**config.mk**
```make
export PLATFORM = sky130hd
export DESIGN_NAME = mnb_mul
export DESIGN_NICKNAME = d
export VERILOG_FILES = /design/src/hw/rtl/mnb_pkg.sv /design/src/hw/rtl/mnb_mul.sv
export SDC_FILE = /design/constraint.sdc
export NUM_CORES = 2
export LEC_CHECK = 0
export ABC_AREA = 1
export BUFFER_PORTS_ARGS = -buffer_cell sky130_fd_sc_hd__clkbuf_2
export CORE_UTILIZATION = 50
export CTS_CLUSTER_SIZE = 25
export DETAILED_ROUTE_END_ITERATION = 8
export HOLD_SLACK_MARGIN = 0.15
export PLACE_DENSITY = 0.63
export SLEW_MARGIN = 15
export SYNTH_ARGS = -nofsm -noshare
export SYNTH_HDL_FRONTEND = slang
export SYNTH_SLANG_ARGS = --single-unit
export TNS_END_PERCENT = 20
```
**constraint.sdc**
```tcl
create_clock -name clk -period 11.4 [get_ports clk]
set_clock_uncertainty 0.15 [all_clocks]
set_input_delay 1.14 -clock clk [delete_from_list [all_inputs] [get_ports clk]]
set_output_delay 1.14 -clock clk [all_outputs]
set_load 0.05 [all_outputs]
```
**src/hw/rtl/mnb_pkg.sv**
```systemverilog
// ----------------------------------------------------------------------------
// mnb_pkg
// Shared types, constants and helpers of the map neuron bank.
// ----------------------------------------------------------------------------
`default_nettype none

package mnb_pkg;

    localparam int NEURONS_DEF = 16384;
    localparam int IDX_W       = 14;
    localparam int Q_W         = 32;
    localparam int MA_W        = 29;
    localparam int CFG_IDX_W   = 3;
    localparam int CFG_DATA_W  = 32;
    localparam int DIV_NW      = 51;
    localparam int DEN_W       = 34;

    localparam logic signed [Q_W-1:0] Q_ONE   = 32'sd16777216;
    localparam logic signed [Q_W-1:0] Q_HALF  = 32'sd8388608;
    localparam logic signed [Q_W-1:0] Q_MAX   = 32'sh7fffffff;
    localparam logic signed [Q_W-1:0] Q_MIN   = 32'sh80000000;
    localparam logic signed [Q_W-1:0] K_ALPHA = 32'sd61236838;
    localparam logic signed [Q_W-1:0] K_L     = 32'sd671089;

    localparam logic signed [MA_W-1:0] K_MU = 29'sd839;
    localparam logic signed [MA_W-1:0] K_GD = 29'sd16609444;
    localparam logic signed [MA_W-1:0] K_AD = 29'sd13421773;
    localparam logic signed [MA_W-1:0] K_GH = 29'sd16774699;

    localparam logic [24:0] NOISE_DECAY_RST      = 25'd14201695;
    localparam logic [24:0] NOISE_SCALE_RST      = 25'd89325;
    localparam logic [27:0] NOISE_DRIVE_GAIN_RST = 28'd1677722;
    localparam logic [27:0] NOISE_BIAS_GAIN_RST  = 28'd16777216;
    localparam logic [27:0] INPUT_BIAS_GAIN_RST  = 28'd16777216;

    typedef enum logic [CFG_IDX_W-1:0] {
        CFG_NOISE_DECAY      = 3'd0,
        CFG_NOISE_SCALE      = 3'd1,
        CFG_NOISE_DRIVE_GAIN = 3'd2,
        CFG_NOISE_BIAS_GAIN  = 3'd3,
        CFG_INPUT_BIAS_GAIN  = 3'd4
    } cfg_idx_t;

    typedef enum logic {
        FUNC_INIT = 1'b0,
        FUNC_STEP = 1'b1
    } func_t;

    typedef struct packed {
        logic                  func;
        logic [IDX_W-1:0]      neuron;
        logic [1:0]            cell_class;
        logic signed [Q_W-1:0] excitability;
        logic signed [Q_W-1:0] stim_now;
        logic signed [Q_W-1:0] stim_prev;
        logic signed [Q_W-1:0] noise_sample;
    } item_in_t;

    typedef struct packed {
        logic [IDX_W-1:0]      neuron_out;
        logic                  spike;
        logic signed [Q_W-1:0] fast_value;
    } item_out_t;

    typedef struct packed {
        logic [1:0]            cls;
        logic signed [Q_W-1:0] sigma;
        logic signed [Q_W-1:0] fast_prev;
        logic signed [Q_W-1:0] slow_var;
        logic signed [Q_W-1:0] noise_state;
        logic signed [Q_W-1:0] input_filt;
        logic signed [Q_W-1:0] fast_adapt;
        logic signed [Q_W-1:0] slow_adapt;
        logic signed [Q_W-1:0] history_filt;
    } nstate_t;

    function automatic logic signed [Q_W-1:0] sat_q(input logic signed [39:0] v);
        logic signed [Q_W-1:0] r;
        if (v > 40'sd2147483647) begin
            r = Q_MAX;
        end else if (v < -40'sd2147483648) begin
            r = Q_MIN;
        end else begin
            r = v[Q_W-1:0];
        end
        return r;
    endfunction

    function automatic logic signed [Q_W-1:0] add_sat(input logic signed [Q_W-1:0] a,
                                                      input logic signed [Q_W-1:0] b);
        return sat_q(40'(a) + 40'(b));
    endfunction

    function automatic logic signed [MA_W-1:0] gs_of(input logic [1:0] cls);
        logic signed [MA_W-1:0] r;
        unique case (cls)
            2'd0:    r = 29'sd16760439;
            2'd1:    r = 29'sd16693330;
            default: r = 29'sd16743662;
        endcase
        return r;
    endfunction

    function automatic logic signed [MA_W-1:0] k_of(input logic [1:0] cls);
        logic signed [MA_W-1:0] r;
        unique case (cls)
            2'd0:    r = 29'sd1342;
            2'd1:    r = 29'sd3272;
            2'd2:    r = -29'sd671;
            default: r = -29'sd1342;
        endcase
        return r;
    endfunction

    function automatic logic signed [MA_W-1:0] bi_of(input logic [1:0] cls);
        logic signed [MA_W-1:0] r;
        unique case (cls)
            2'd0:    r = 29'sd167772;
            2'd3:    r = 29'sd3355443;
            default: r = 29'sd1677722;
        endcase
        return r;
    endfunction

endpackage

`default_nettype wire

```
**src/hw/rtl/mnb_mul.sv**
```systemverilog
// ----------------------------------------------------------------------------
// mnb_mul
// Two-stage Q8.24 multiplier with round half up and saturation.
// ----------------------------------------------------------------------------
`default_nettype none

module mnb_mul (
    input  wire logic                                clk,
    input  wire logic signed [mnb_pkg::MA_W-1:0]     a,
    input  wire logic signed [mnb_pkg::Q_W-1:0]      b,
    output logic signed [mnb_pkg::Q_W-1:0]           res
);

    localparam int PW = mnb_pkg::MA_W + mnb_pkg::Q_W;

    logic signed [PW-1:0]          prod_reg;
    logic signed [PW:0]            rounded;
    logic signed [mnb_pkg::Q_W-1:0] res_reg;

    // floor shift after adding half an lsb
    assign rounded = (PW+1)'(prod_reg) + (PW+1)'(64'sd8388608);

    always_ff @(posedge clk)
    begin
        prod_reg <= a * b;
        res_reg  <= mnb_pkg::sat_q(40'(signed'(rounded[PW:24])));
    end

    assign res = res_reg;

endmodule

`default_nettype wire

```
==> results_dict.tcl <==
set metrics [dict create \
    rr_endpoint "res[23]" \
    r2r_start "prod_reg[23]" \
    drt_iter0_markers 2079 \
    synth_top_family_by_area "adder cells" \
    cts_root_buf "clkbuf_16" \
    syn2layout_area_growth_pct 4.03 \
    gr-total-overflow 0 \
    clk_latency_ns 0.35 \
    post_drt_wl_per_cell_um 18.7 \
    clock.fmax_mhz 109 \
    pin_count 94 \
    cap_violations 0 \
    vias 29740 \
    synth_top_area_share_pct 51.7 \
    synth_edf_count 0 \
    synthMuxAreaShare_pct 0 \
    status "finished, final reports clean" \
    rsz0062_at_grt "no" \
    final_cells 5875 \
    worst_pin_slew_ns 1.13 \
    end_kind "flip-flop" \
    placed_cells 5858 \
    synthDistinctLibCells 34 \
    top_usage_layer "met2" \
    reg2regPathDepth 12 \
    port-buffer-count 93 \
    synthSimpleGateAreaFrac_pct 17.5 \
    cp.required_ns 11.49 \
    cts.sinks 70 \
    finalSetupViolCount 0 \
    nets 6117 \
    seq_area_frac_synth_pct 3.69 \
    synth_seq_cells 70 \
    critical_path.max_fanout 32 \
    min_path_cells 3 \
    synth_xor_area_share_pct 1.20 \
    ant_nets 0 \
    slew_headroom_pct 24.7 \
    synthArstFlopShare_pct 0 \
    synth_area_mm2 0.0380 \
    cts_tree "yes" \
    largest_reg_flops 38 \
    cts_max_path_buffers 2 \
    r2r_setup_slack_ns 8.83 \
    synth-compound-area-share_pct 2.23 \
    drc_errors 0 \
    grt_usage_pct 30.3 \
    hold_end "res[3]" \
    yosys-top-cells-area "fa_1 (52%), inv_1 (16%), nand2_1 (13%)" \
    h-tree-depth 3 \
    post_cts.repair.setup_buffers 0 \
    row_count 100 \
    drt-vias-per-instance 5.06 \
    min-delay-path-class "flip-flop to flip-flop" \
    arrival_ns 9.26 \
    syn_nets 6160 \
    finalHoldViolCount 0 \
    use_met3_pct 3.57 \
    worstSetupPathType "input port to flip-flop" \
    dieArea_mm2 0.0771 \
    cts.repair.resized 0 \
    grt_max_degree 34 \
    hold_start "prod_reg[27]" \
    core-area_mm2 0.0748 \
    gp_congestion 0.996 \
    grt_pass1_vias 32915 \
    synth_adder_area_share_pct 57.4 \
    synth_ff_type "dfxtp_1" \
    fin_crit_ns 9.17 \
    drt-total-wl_um 110000 \
    drive_above_1_share_pct 3.63 \
    slew_viol_final 0 \
    met2_usage_pct 51.9 \
    mostFrequentLayoutCell "inv_1" \
    ctsHoldBuffers 0 \
    synth.avg_cell_area_um2 7.69 \
    drtPass1Iterations 5 \
    clkTransAtPathRegs_ns 0.07 \
    cts_made_buffers 9 \
    ys_warn_count 0 \
    crit_path_start_kind "input port" \
    fin_tns_setup_ns 0 \
    synthCells 4943 \
    chipWidth_um 278 \
    grt_pass1_wl_um 181000 \
    antenna_found_initial 4 \
    hpwl_um 87600 \
    finalCritPeriodShare_pct 80.5 \
    fp.dieH_um 278 \
    mostFrequentLayoutCells "inv_1 (1622), nand2_1 (1337), fa_1 (981)" \
    initial_core_util_pct 50.8 \
    yosys.area.top_type "fa_1" \
    gr-usage-met1_pct 40.4 \
]
[stage by stage]
step / util [%] / area [µm²] / hold WS [ns] / setup slack (ns)
after floorplan: - / 38000 / 0.391 / 3.14
after global placement: 52.5 / 39300 / 0.443 / 2.05
after detailed placement: 52.5 / 39300 / 0.445 / 1.89
after CTS: 52.9 / 39500 / 0.465 / 2.25
after global routing: 52.9 / 39500 / 0.514 / 1.72
final: 52.9 / 39500 / 0.468 / 2.23
[metal layers]
layer	vias to the layer above	routed length, µm
met3	231	7440
li1	13459	-
met5	-	40
met1	14944	46100
met4	6	3570
met2	1100	52600
[cell families (layout without fill, tap and decap cells)]
kind of cell,Yosys count,in the layout
buf+inv,1811,1773
compound gates,160,160
xor+xnor,52,52
flops,70,70
fa+ha+maj,1155,1155
other cells,0,1
simple gates,1695,1695
[cell type report]
type                    count  area [µm²]
repair buffers            135         781
inverters                1622        6090
multi-input cells        3062       29800
well taps                 969        1210
diodes                      1        2.50
flip-flops and latches     70        1400
fillers                  7277       35300
clock inverters             7        68.8
clock buffers               9         225
[how the worst max path moves through the flow]
| stage | startpoint | endpoint | slack [ns] | cells after the start |
|---|---|---|---|---|
| final | a[2] | prod_reg[49] | 2.23 | 26 |
| after global routing | a[2] | prod_reg[57] | 1.72 | 27 |
| after CTS | a[2] | prod_reg[49] | 2.25 | 26 |
| after detailed placement | a[2] | prod_reg[49] | 1.89 | 26 |
| after global placement | a[2] | prod_reg[49] | 2.05 | 26 |
| after floorplan | b[31] | prod_reg[49] | 3.14 | 27 |
[cell usage after synthesis (all sizes together) (2+ instances only)]
cell,number
dfxtp,70
nand4,18
ha,174
a21oi,85
nand3b,3
or2,11
inv,1622
nand3,78
o21ai,56
nor3,13
xor2,32
nor2,222
a21o,5
nor4,4
a21boi,4
clkbuf,160
buf,29
xnor2,20
o21a,2
nand2,1342
o21bai,8
fa,981
[worst max-delay path, cell delays in order]
cell and delay (ns):
clkbuf_2 0.69, nand2_1 0.27, inv_1 0.14, fa_1 0.41, inv_1 0.24, fa_1 0.46, inv_1 0.22, fa_1 0.50
fa_1 0.92, inv_1 0.39, fa_1 0.58, inv_1 0.05, fa_1 0.52, inv_1 0.05, fa_1 0.46, fa_1 0.52
inv_1 0.04, ha_1 0.36, a21oi_1 0.29, a21boi_0 0.32, nand2_1 0.13, o21bai_1 0.17, a21oi_1 0.18, nand2_1 0.07
nand2_1 0.06, nand2_1 0.04
Power is left out: the tool's default activity adds up to more than one toggle a clock period on the data nets, which glitch-free logic cannot reach.
