[config.mk]
export PLATFORM = sky130hd
export DESIGN_NAME = mnb_div
export DESIGN_NICKNAME = d
export VERILOG_FILES = /design/src/hw/rtl/mnb_pkg.sv /design/src/hw/rtl/mnb_div.sv
export SDC_FILE = /design/constraint.sdc
export NUM_CORES = 1
export LEC_CHECK = 0
export ABC_CLOCK_PERIOD_IN_PS = 3650
export BUFFER_PORTS_ARGS = -buffer_cell sky130_fd_sc_hd__buf_2
export CORE_ASPECT_RATIO = 1.4
export CORE_MARGIN = 2
export CORE_UTILIZATION = 55
export CTS_BUF_LIST = sky130_fd_sc_hd__clkbuf_16
export DETAILED_ROUTE_END_ITERATION = 10
export HOLD_SLACK_MARGIN = 0.05
export PLACE_DENSITY = 0.74
export SKIP_CTS_REPAIR_TIMING = 1
export SLEW_MARGIN = 20
export SYNTH_ARGS = -nofsm -noshare
export SYNTH_HDL_FRONTEND = slang
export SYNTH_SLANG_ARGS = --single-unit
[constraint.sdc]
create_clock -name clk -period 3.65 [get_ports clk]
set_clock_uncertainty 0.15 [all_clocks]
set_input_delay 0.73 -clock clk [delete_from_list [all_inputs] [get_ports clk]]
set_output_delay 0.73 -clock clk [all_outputs]
set_load 0.01 [all_outputs]
[src/hw/rtl/mnb_pkg.sv]
// ----------------------------------------------------------------------------
// mnb_pkg
// Shared types, constants and helpers of the map neuron bank.
// ----------------------------------------------------------------------------
`default_nettype none

package mnb_pkg;

    localparam int NEURONS_DEF = 16384;
    localparam int IDX_W       = 14;
    localparam int Q_W         = 32;
    localparam int MA_W        = 29;
    localparam int CFG_IDX_W   = 3;
    localparam int CFG_DATA_W  = 32;
    localparam int DIV_NW      = 51;
    localparam int DEN_W       = 34;

    localparam logic signed [Q_W-1:0] Q_ONE   = 32'sd16777216;
    localparam logic signed [Q_W-1:0] Q_HALF  = 32'sd8388608;
    localparam logic signed [Q_W-1:0] Q_MAX   = 32'sh7fffffff;
    localparam logic signed [Q_W-1:0] Q_MIN   = 32'sh80000000;
    localparam logic signed [Q_W-1:0] K_ALPHA = 32'sd61236838;
    localparam logic signed [Q_W-1:0] K_L     = 32'sd671089;

    localparam logic signed [MA_W-1:0] K_MU = 29'sd839;
    localparam logic signed [MA_W-1:0] K_GD = 29'sd16609444;
    localparam logic signed [MA_W-1:0] K_AD = 29'sd13421773;
    localparam logic signed [MA_W-1:0] K_GH = 29'sd16774699;

    localparam logic [24:0] NOISE_DECAY_RST      = 25'd14201695;
    localparam logic [24:0] NOISE_SCALE_RST      = 25'd89325;
    localparam logic [27:0] NOISE_DRIVE_GAIN_RST = 28'd1677722;
    localparam logic [27:0] NOISE_BIAS_GAIN_RST  = 28'd16777216;
    localparam logic [27:0] INPUT_BIAS_GAIN_RST  = 28'd16777216;

    typedef enum logic [CFG_IDX_W-1:0] {
        CFG_NOISE_DECAY      = 3'd0,
        CFG_NOISE_SCALE      = 3'd1,
        CFG_NOISE_DRIVE_GAIN = 3'd2,
        CFG_NOISE_BIAS_GAIN  = 3'd3,
        CFG_INPUT_BIAS_GAIN  = 3'd4
    } cfg_idx_t;

    typedef enum logic {
        FUNC_INIT = 1'b0,
        FUNC_STEP = 1'b1
    } func_t;

    typedef struct packed {
        logic                  func;
        logic [IDX_W-1:0]      neuron;
        logic [1:0]            cell_class;
        logic signed [Q_W-1:0] excitability;
        logic signed [Q_W-1:0] stim_now;
        logic signed [Q_W-1:0] stim_prev;
        logic signed [Q_W-1:0] noise_sample;
    } item_in_t;

    typedef struct packed {
        logic [IDX_W-1:0]      neuron_out;
        logic                  spike;
        logic signed [Q_W-1:0] fast_value;
    } item_out_t;

    typedef struct packed {
        logic [1:0]            cls;
        logic signed [Q_W-1:0] sigma;
        logic signed [Q_W-1:0] fast_prev;
        logic signed [Q_W-1:0] slow_var;
        logic signed [Q_W-1:0] noise_state;
        logic signed [Q_W-1:0] input_filt;
        logic signed [Q_W-1:0] fast_adapt;
        logic signed [Q_W-1:0] slow_adapt;
        logic signed [Q_W-1:0] history_filt;
    } nstate_t;

    function automatic logic signed [Q_W-1:0] sat_q(input logic signed [39:0] v);
        logic signed [Q_W-1:0] r;
        if (v > 40'sd2147483647) begin
            r = Q_MAX;
        end else if (v < -40'sd2147483648) begin
            r = Q_MIN;
        end else begin
            r = v[Q_W-1:0];
        end
        return r;
    endfunction

    function automatic logic signed [Q_W-1:0] add_sat(input logic signed [Q_W-1:0] a,
                                                      input logic signed [Q_W-1:0] b);
        return sat_q(40'(a) + 40'(b));
    endfunction

    function automatic logic signed [MA_W-1:0] gs_of(input logic [1:0] cls);
        logic signed [MA_W-1:0] r;
        unique case (cls)
            2'd0:    r = 29'sd16760439;
            2'd1:    r = 29'sd16693330;
            default: r = 29'sd16743662;
        endcase
        return r;
    endfunction

    function automatic logic signed [MA_W-1:0] k_of(input logic [1:0] cls);
        logic signed [MA_W-1:0] r;
        unique case (cls)
            2'd0:    r = 29'sd1342;
            2'd1:    r = 29'sd3272;
            2'd2:    r = -29'sd671;
            default: r = -29'sd1342;
        endcase
        return r;
    endfunction

    function automatic logic signed [MA_W-1:0] bi_of(input logic [1:0] cls);
        logic signed [MA_W-1:0] r;
        unique case (cls)
            2'd0:    r = 29'sd167772;
            2'd3:    r = 29'sd3355443;
            default: r = 29'sd1677722;
        endcase
        return r;
    endfunction

endpackage

`default_nettype wire

[src/hw/rtl/mnb_div.sv]
// ----------------------------------------------------------------------------
// mnb_div
// Radix-2 restoring divider for alpha / den, rounded and saturated to Q8.24.
// ----------------------------------------------------------------------------
`default_nettype none

module mnb_div (
    input  wire logic                               clk,
    input  wire logic                               rst_n,
    input  wire logic                               start,
    input  wire logic signed [mnb_pkg::DEN_W-1:0]   den,
    output logic                                    done,
    output logic signed [mnb_pkg::Q_W-1:0]          quot
);

    localparam int NW    = mnb_pkg::DIV_NW;
    localparam int MW    = mnb_pkg::DEN_W - 1;
    localparam int CNT_W = $clog2(NW + 1);
    localparam logic [NW-1:0] LIM = NW'(64'h8000_0000);

    logic [NW-1:0]    nq_reg;
    logic [MW-1:0]    rem_reg;
    logic [MW-1:0]    m_reg;
    logic             neg_reg;
    logic             zero_reg;
    logic             run_reg;
    logic             done_reg;
    logic [CNT_W-1:0] cnt_reg;

    logic [mnb_pkg::DEN_W-1:0] mag;
    logic [MW:0]               r2;
    logic                      ge;

    assign mag = den[mnb_pkg::DEN_W-1] ? mnb_pkg::DEN_W'(-den) : mnb_pkg::DEN_W'(den);
    assign r2  = {rem_reg, nq_reg[NW-1]};
    assign ge  = (r2 >= {1'b0, m_reg});

    always_ff @(posedge clk or negedge rst_n)
    begin
        if (!rst_n)
        begin
            run_reg  <= 1'b0;
            done_reg <= 1'b0;
            cnt_reg  <= '0;
        end
        else if (start)
        begin
            run_reg  <= (den != '0);
            done_reg <= (den == '0);
            cnt_reg  <= CNT_W'(NW);
        end
        else if (run_reg)
        begin
            cnt_reg <= cnt_reg - 1'b1;
            if (cnt_reg == CNT_W'(1))
            begin
                run_reg  <= 1'b0;
                done_reg <= 1'b1;
            end
        end
    end

    always_ff @(posedge clk)
    begin
        if (start)
        begin
            neg_reg  <= den[mnb_pkg::DEN_W-1];
            zero_reg <= (den == '0);
            m_reg    <= mag[MW-1:0];
            rem_reg  <= '0;
            // numerator is alpha << 24 plus half the divisor for rounding
            nq_reg   <= (NW'(mnb_pkg::K_ALPHA) << 24) + NW'(mag[MW-1:1]);
        end
        else if (run_reg)
        begin
            rem_reg <= ge ? MW'(r2 - {1'b0, m_reg}) : r2[MW-1:0];
            nq_reg  <= {nq_reg[NW-2:0], ge};
        end
    end

    always_comb
    begin
        if (zero_reg)
        begin
            quot = mnb_pkg::Q_MAX;
        end
        else if (neg_reg)
        begin
            quot = (nq_reg > LIM) ? mnb_pkg::Q_MIN : mnb_pkg::Q_W'(-nq_reg[mnb_pkg::Q_W-1:0]);
        end
        else
        begin
            quot = (nq_reg >= LIM) ? mnb_pkg::Q_MAX : signed'(nq_reg[mnb_pkg::Q_W-1:0]);
        end
    end

    assign done = done_reg;

endmodule

`default_nettype wire

==> results.ini <==
[clock_tree]
numCtsBuffers=17
cts_tree=yes
clkSinkCount=127
clock_path_buffers=2
clkTransAtPathRegs_ns=0.06
h-tree-depth=4
root_buffer=clkbuf_16
clk_latency_ns=0.42

[finish]
largest_reg_flops=51
multi_input_area_um2=5592
layout-drive-gt1-share=0.2818
num-fill-cells=1169
seq_area_um2=3443
layout.cells.non_filler=1356
areaGrowthSynthToFinish_pct=24.89
n_antenna_cell=0
nets=1220

[critical_path]
critPathArrivalTime_ns=3.21
cp-end-kind=primary output
cp_max_fo=11
critical_path_class=reg2out
cp-start-kind=flip-flop
worst-endpoint-required_ns=2.77

[synthesis]
seq_area_frac_synth=0.3784
netlist_top_cells_area=edfxtp_1 (28%), dfxtp_1 (7.3%), ha_1 (5.2%)
ys_ff_latch=127
synth_nets=1091
synth_top_area_share=0.2838
synth_edf_count=86
ys_async_sr_fraction=0.06299
yosysTopAreaCell=edfxtp_1
syn_area_per_cell_um2=8.965
syn_inst=1015
synth.distinct_cells=83
netlist_top_cells_count=nand2_1 (107), edfxtp_1 (86), inv_1 (73), nor2_1 (73), a21oi_1 (63)
syn-cell-area_um2=9100
yosysMostFrequentCell=nand2_1
ys_warn_count=0
synth_ff_type=edfxtp_1

[run_status]
violations=negative setup slack
outcome=finished with violations

[placement]
gp_congestion=0.9048
dp_hpwl_um=17000
io_buffers=69
pre_cts_slack_ns=-0.2049
dp.cells=1305

[drt]
drt_iter0_drc=552
num_vias=8514
routed_wl_um=26560
wl_per_cell_um=19.59
drt.antenna.violating_nets=0
drc=0
via_per_inst=6.279
drt-pass1-iter-count=6

[sta]
tightestPinTransition_ns=0.8306
post-route-period-util=1.122
slew_violations=0
relSlewSlack=0.4456
setup-violations-final=32
clock.fmax_mhz=244.2
period_minus_slack_ns=4.095
hold_viol=0
rsz0062_at_grt=yes
setup_slack_ns=-0.4447

[floorplan]
core_area_um2=16170
dieArea_um2=17600
die_x_um=112.7
num_rows=55
io-pin-count=70
die_h_um=156.2
floorplan.initialDensity=0.5627

[power]
peakVddDrop_v=0.0003080
p_leak_nw=4.616
seq_power_share=0.360
power_frac_comb=0.341
p_sw_frac=0.3521
p_sw_w=0.001874
clockPowerShare=0.298
internal-power_w=0.003449
p_per_area_nw_per_um2=468.3

[grt]
antenna_found_initial=0
grt_overflow=0
grt_max_degree=123
gr-usage-all-layers=0.2689
first_global_vias=7779
grt_first_pass_wirelength_um=38290

[hold_path]
hold_class=reg2reg

[job]
drv_cap=0

==> power by group through the flow <==
| stage | sequential [W] | combinational (W) | clock, W |
|---|---|---|---|
| after floorplan | 0.00190 | 0.00111 | 0 |
| after global placement | 0.00192 | 0.00159 | 0 |
| after detailed placement | 0.00192 | 0.00161 | 0 |
| after CTS | 0.00190 | 0.00163 | 0.00160 |
| after global routing | 0.00194 | 0.00198 | 0.00165 |
| final | 0.00192 | 0.00182 | 0.00159 |
==> kinds of logic (layout without fill, tap and decap cells) <==
| logic type | after synthesis | in the layout | synth area share |
|---|---|---|---|
| AO/OA/AOI/OAI | 276 | 276 | 0.2192 |
| buffers and inverters | 134 | 276 | 0.05926 |
| XOR/XNOR | 55 | 55 | 0.05376 |
| flip-flops | 127 | 127 | 0.3784 |
| adder cells (fa/ha/maj) | 39 | 39 | 0.05445 |
| multiplexers | 30 | 30 | 0.03671 |
| AND/OR/NAND/NOR | 354 | 354 | 0.1983 |
==> through the flow <==
step	total power [W]	TNS [ns]	area [um2]	hold slack [ns]	util
2_1_floorplan	0.003008	0	9100	0.2844	-
3_3_place_gp	0.003504	-0.5542	10100	0.3325	0.6244
3_5_place_dp	0.003530	-0.7945	10100	0.3399	0.6244
4_1_cts	0.005122	-14.57	10650	-0.01021	0.6583
5_1_grt	0.005571	-15.42	11360	0.3607	0.7027
6_report	0.005322	-11.68	11360	0.3441	0.7027
==> final timing paths <==
kind / startpoint / end / slack, ns / depth (start not counted)
worst max register to register: nq_reg[50] / rem_reg[15] / 0.08 / 15
worst max-delay path: nq_reg[24] / quot[23] / -0.44 / 10
max in group asynchronous: rst_n / cnt_reg[5] / 2.65 / 2
worst min-delay path: rem_reg[10] / rem_reg[11] / 0.34 / 2
min in group asynchronous: rst_n / cnt_reg[2] / 0.54 / 2
worst min register to register: rem_reg[10] / rem_reg[11] / 0.34 / 2
==> routing by layer <==
layer | part of all wire | wire length, um | GRT usage
met5 | 0 | 0 | 0
met4 | 0.035 | 932 | 0.1051
met3 | 0.066 | 1743 | 0.05944
met2 | 0.51 | 13570 | 0.4665
met1 | 0.39 | 10320 | 0.3239
==> layout by cell type (no fill, tap or decap), drive strengths merged, types with 12 or more instances in the layout <==
cell type	count
o41ai	20
nor2	74
clkbuf	21
mux2	27
nand2b	18
a21o	12
edfxtp	86
buf	165
a311oi	18
o21ai	55
nor3	40
xnor2	46
o31ai	15
o311ai	30
nor2b	13
inv	75
or2	20
nand2	107
dfxtp	33
ha	38
or3	20
a21oi	63
==> critical path: stages, from the launching register on <==
cell      delay (ns)
edfxtp_1        0.41
or3_4           0.40
or2_4           0.24
or3_4           0.36
o41ai_4         0.36
nand2b_4        0.14
buf_6           0.17
o41ai_2         0.31
nand2_1         0.13
o311ai_2        0.10
buf_2           0.18
==> cell type report <==
class | instances | area share
repair buffers | 170 | 0.1104
clock buffers | 17 | 0.03743
clock inverters | 15 | 0.01079
multi-input cells | 754 | 0.4920
inverters | 74 | 0.02444
well taps | 199 | 0.02191
flip-flops and latches | 127 | 0.3030
No activity file was read; power rests on OpenSTA's default activity.
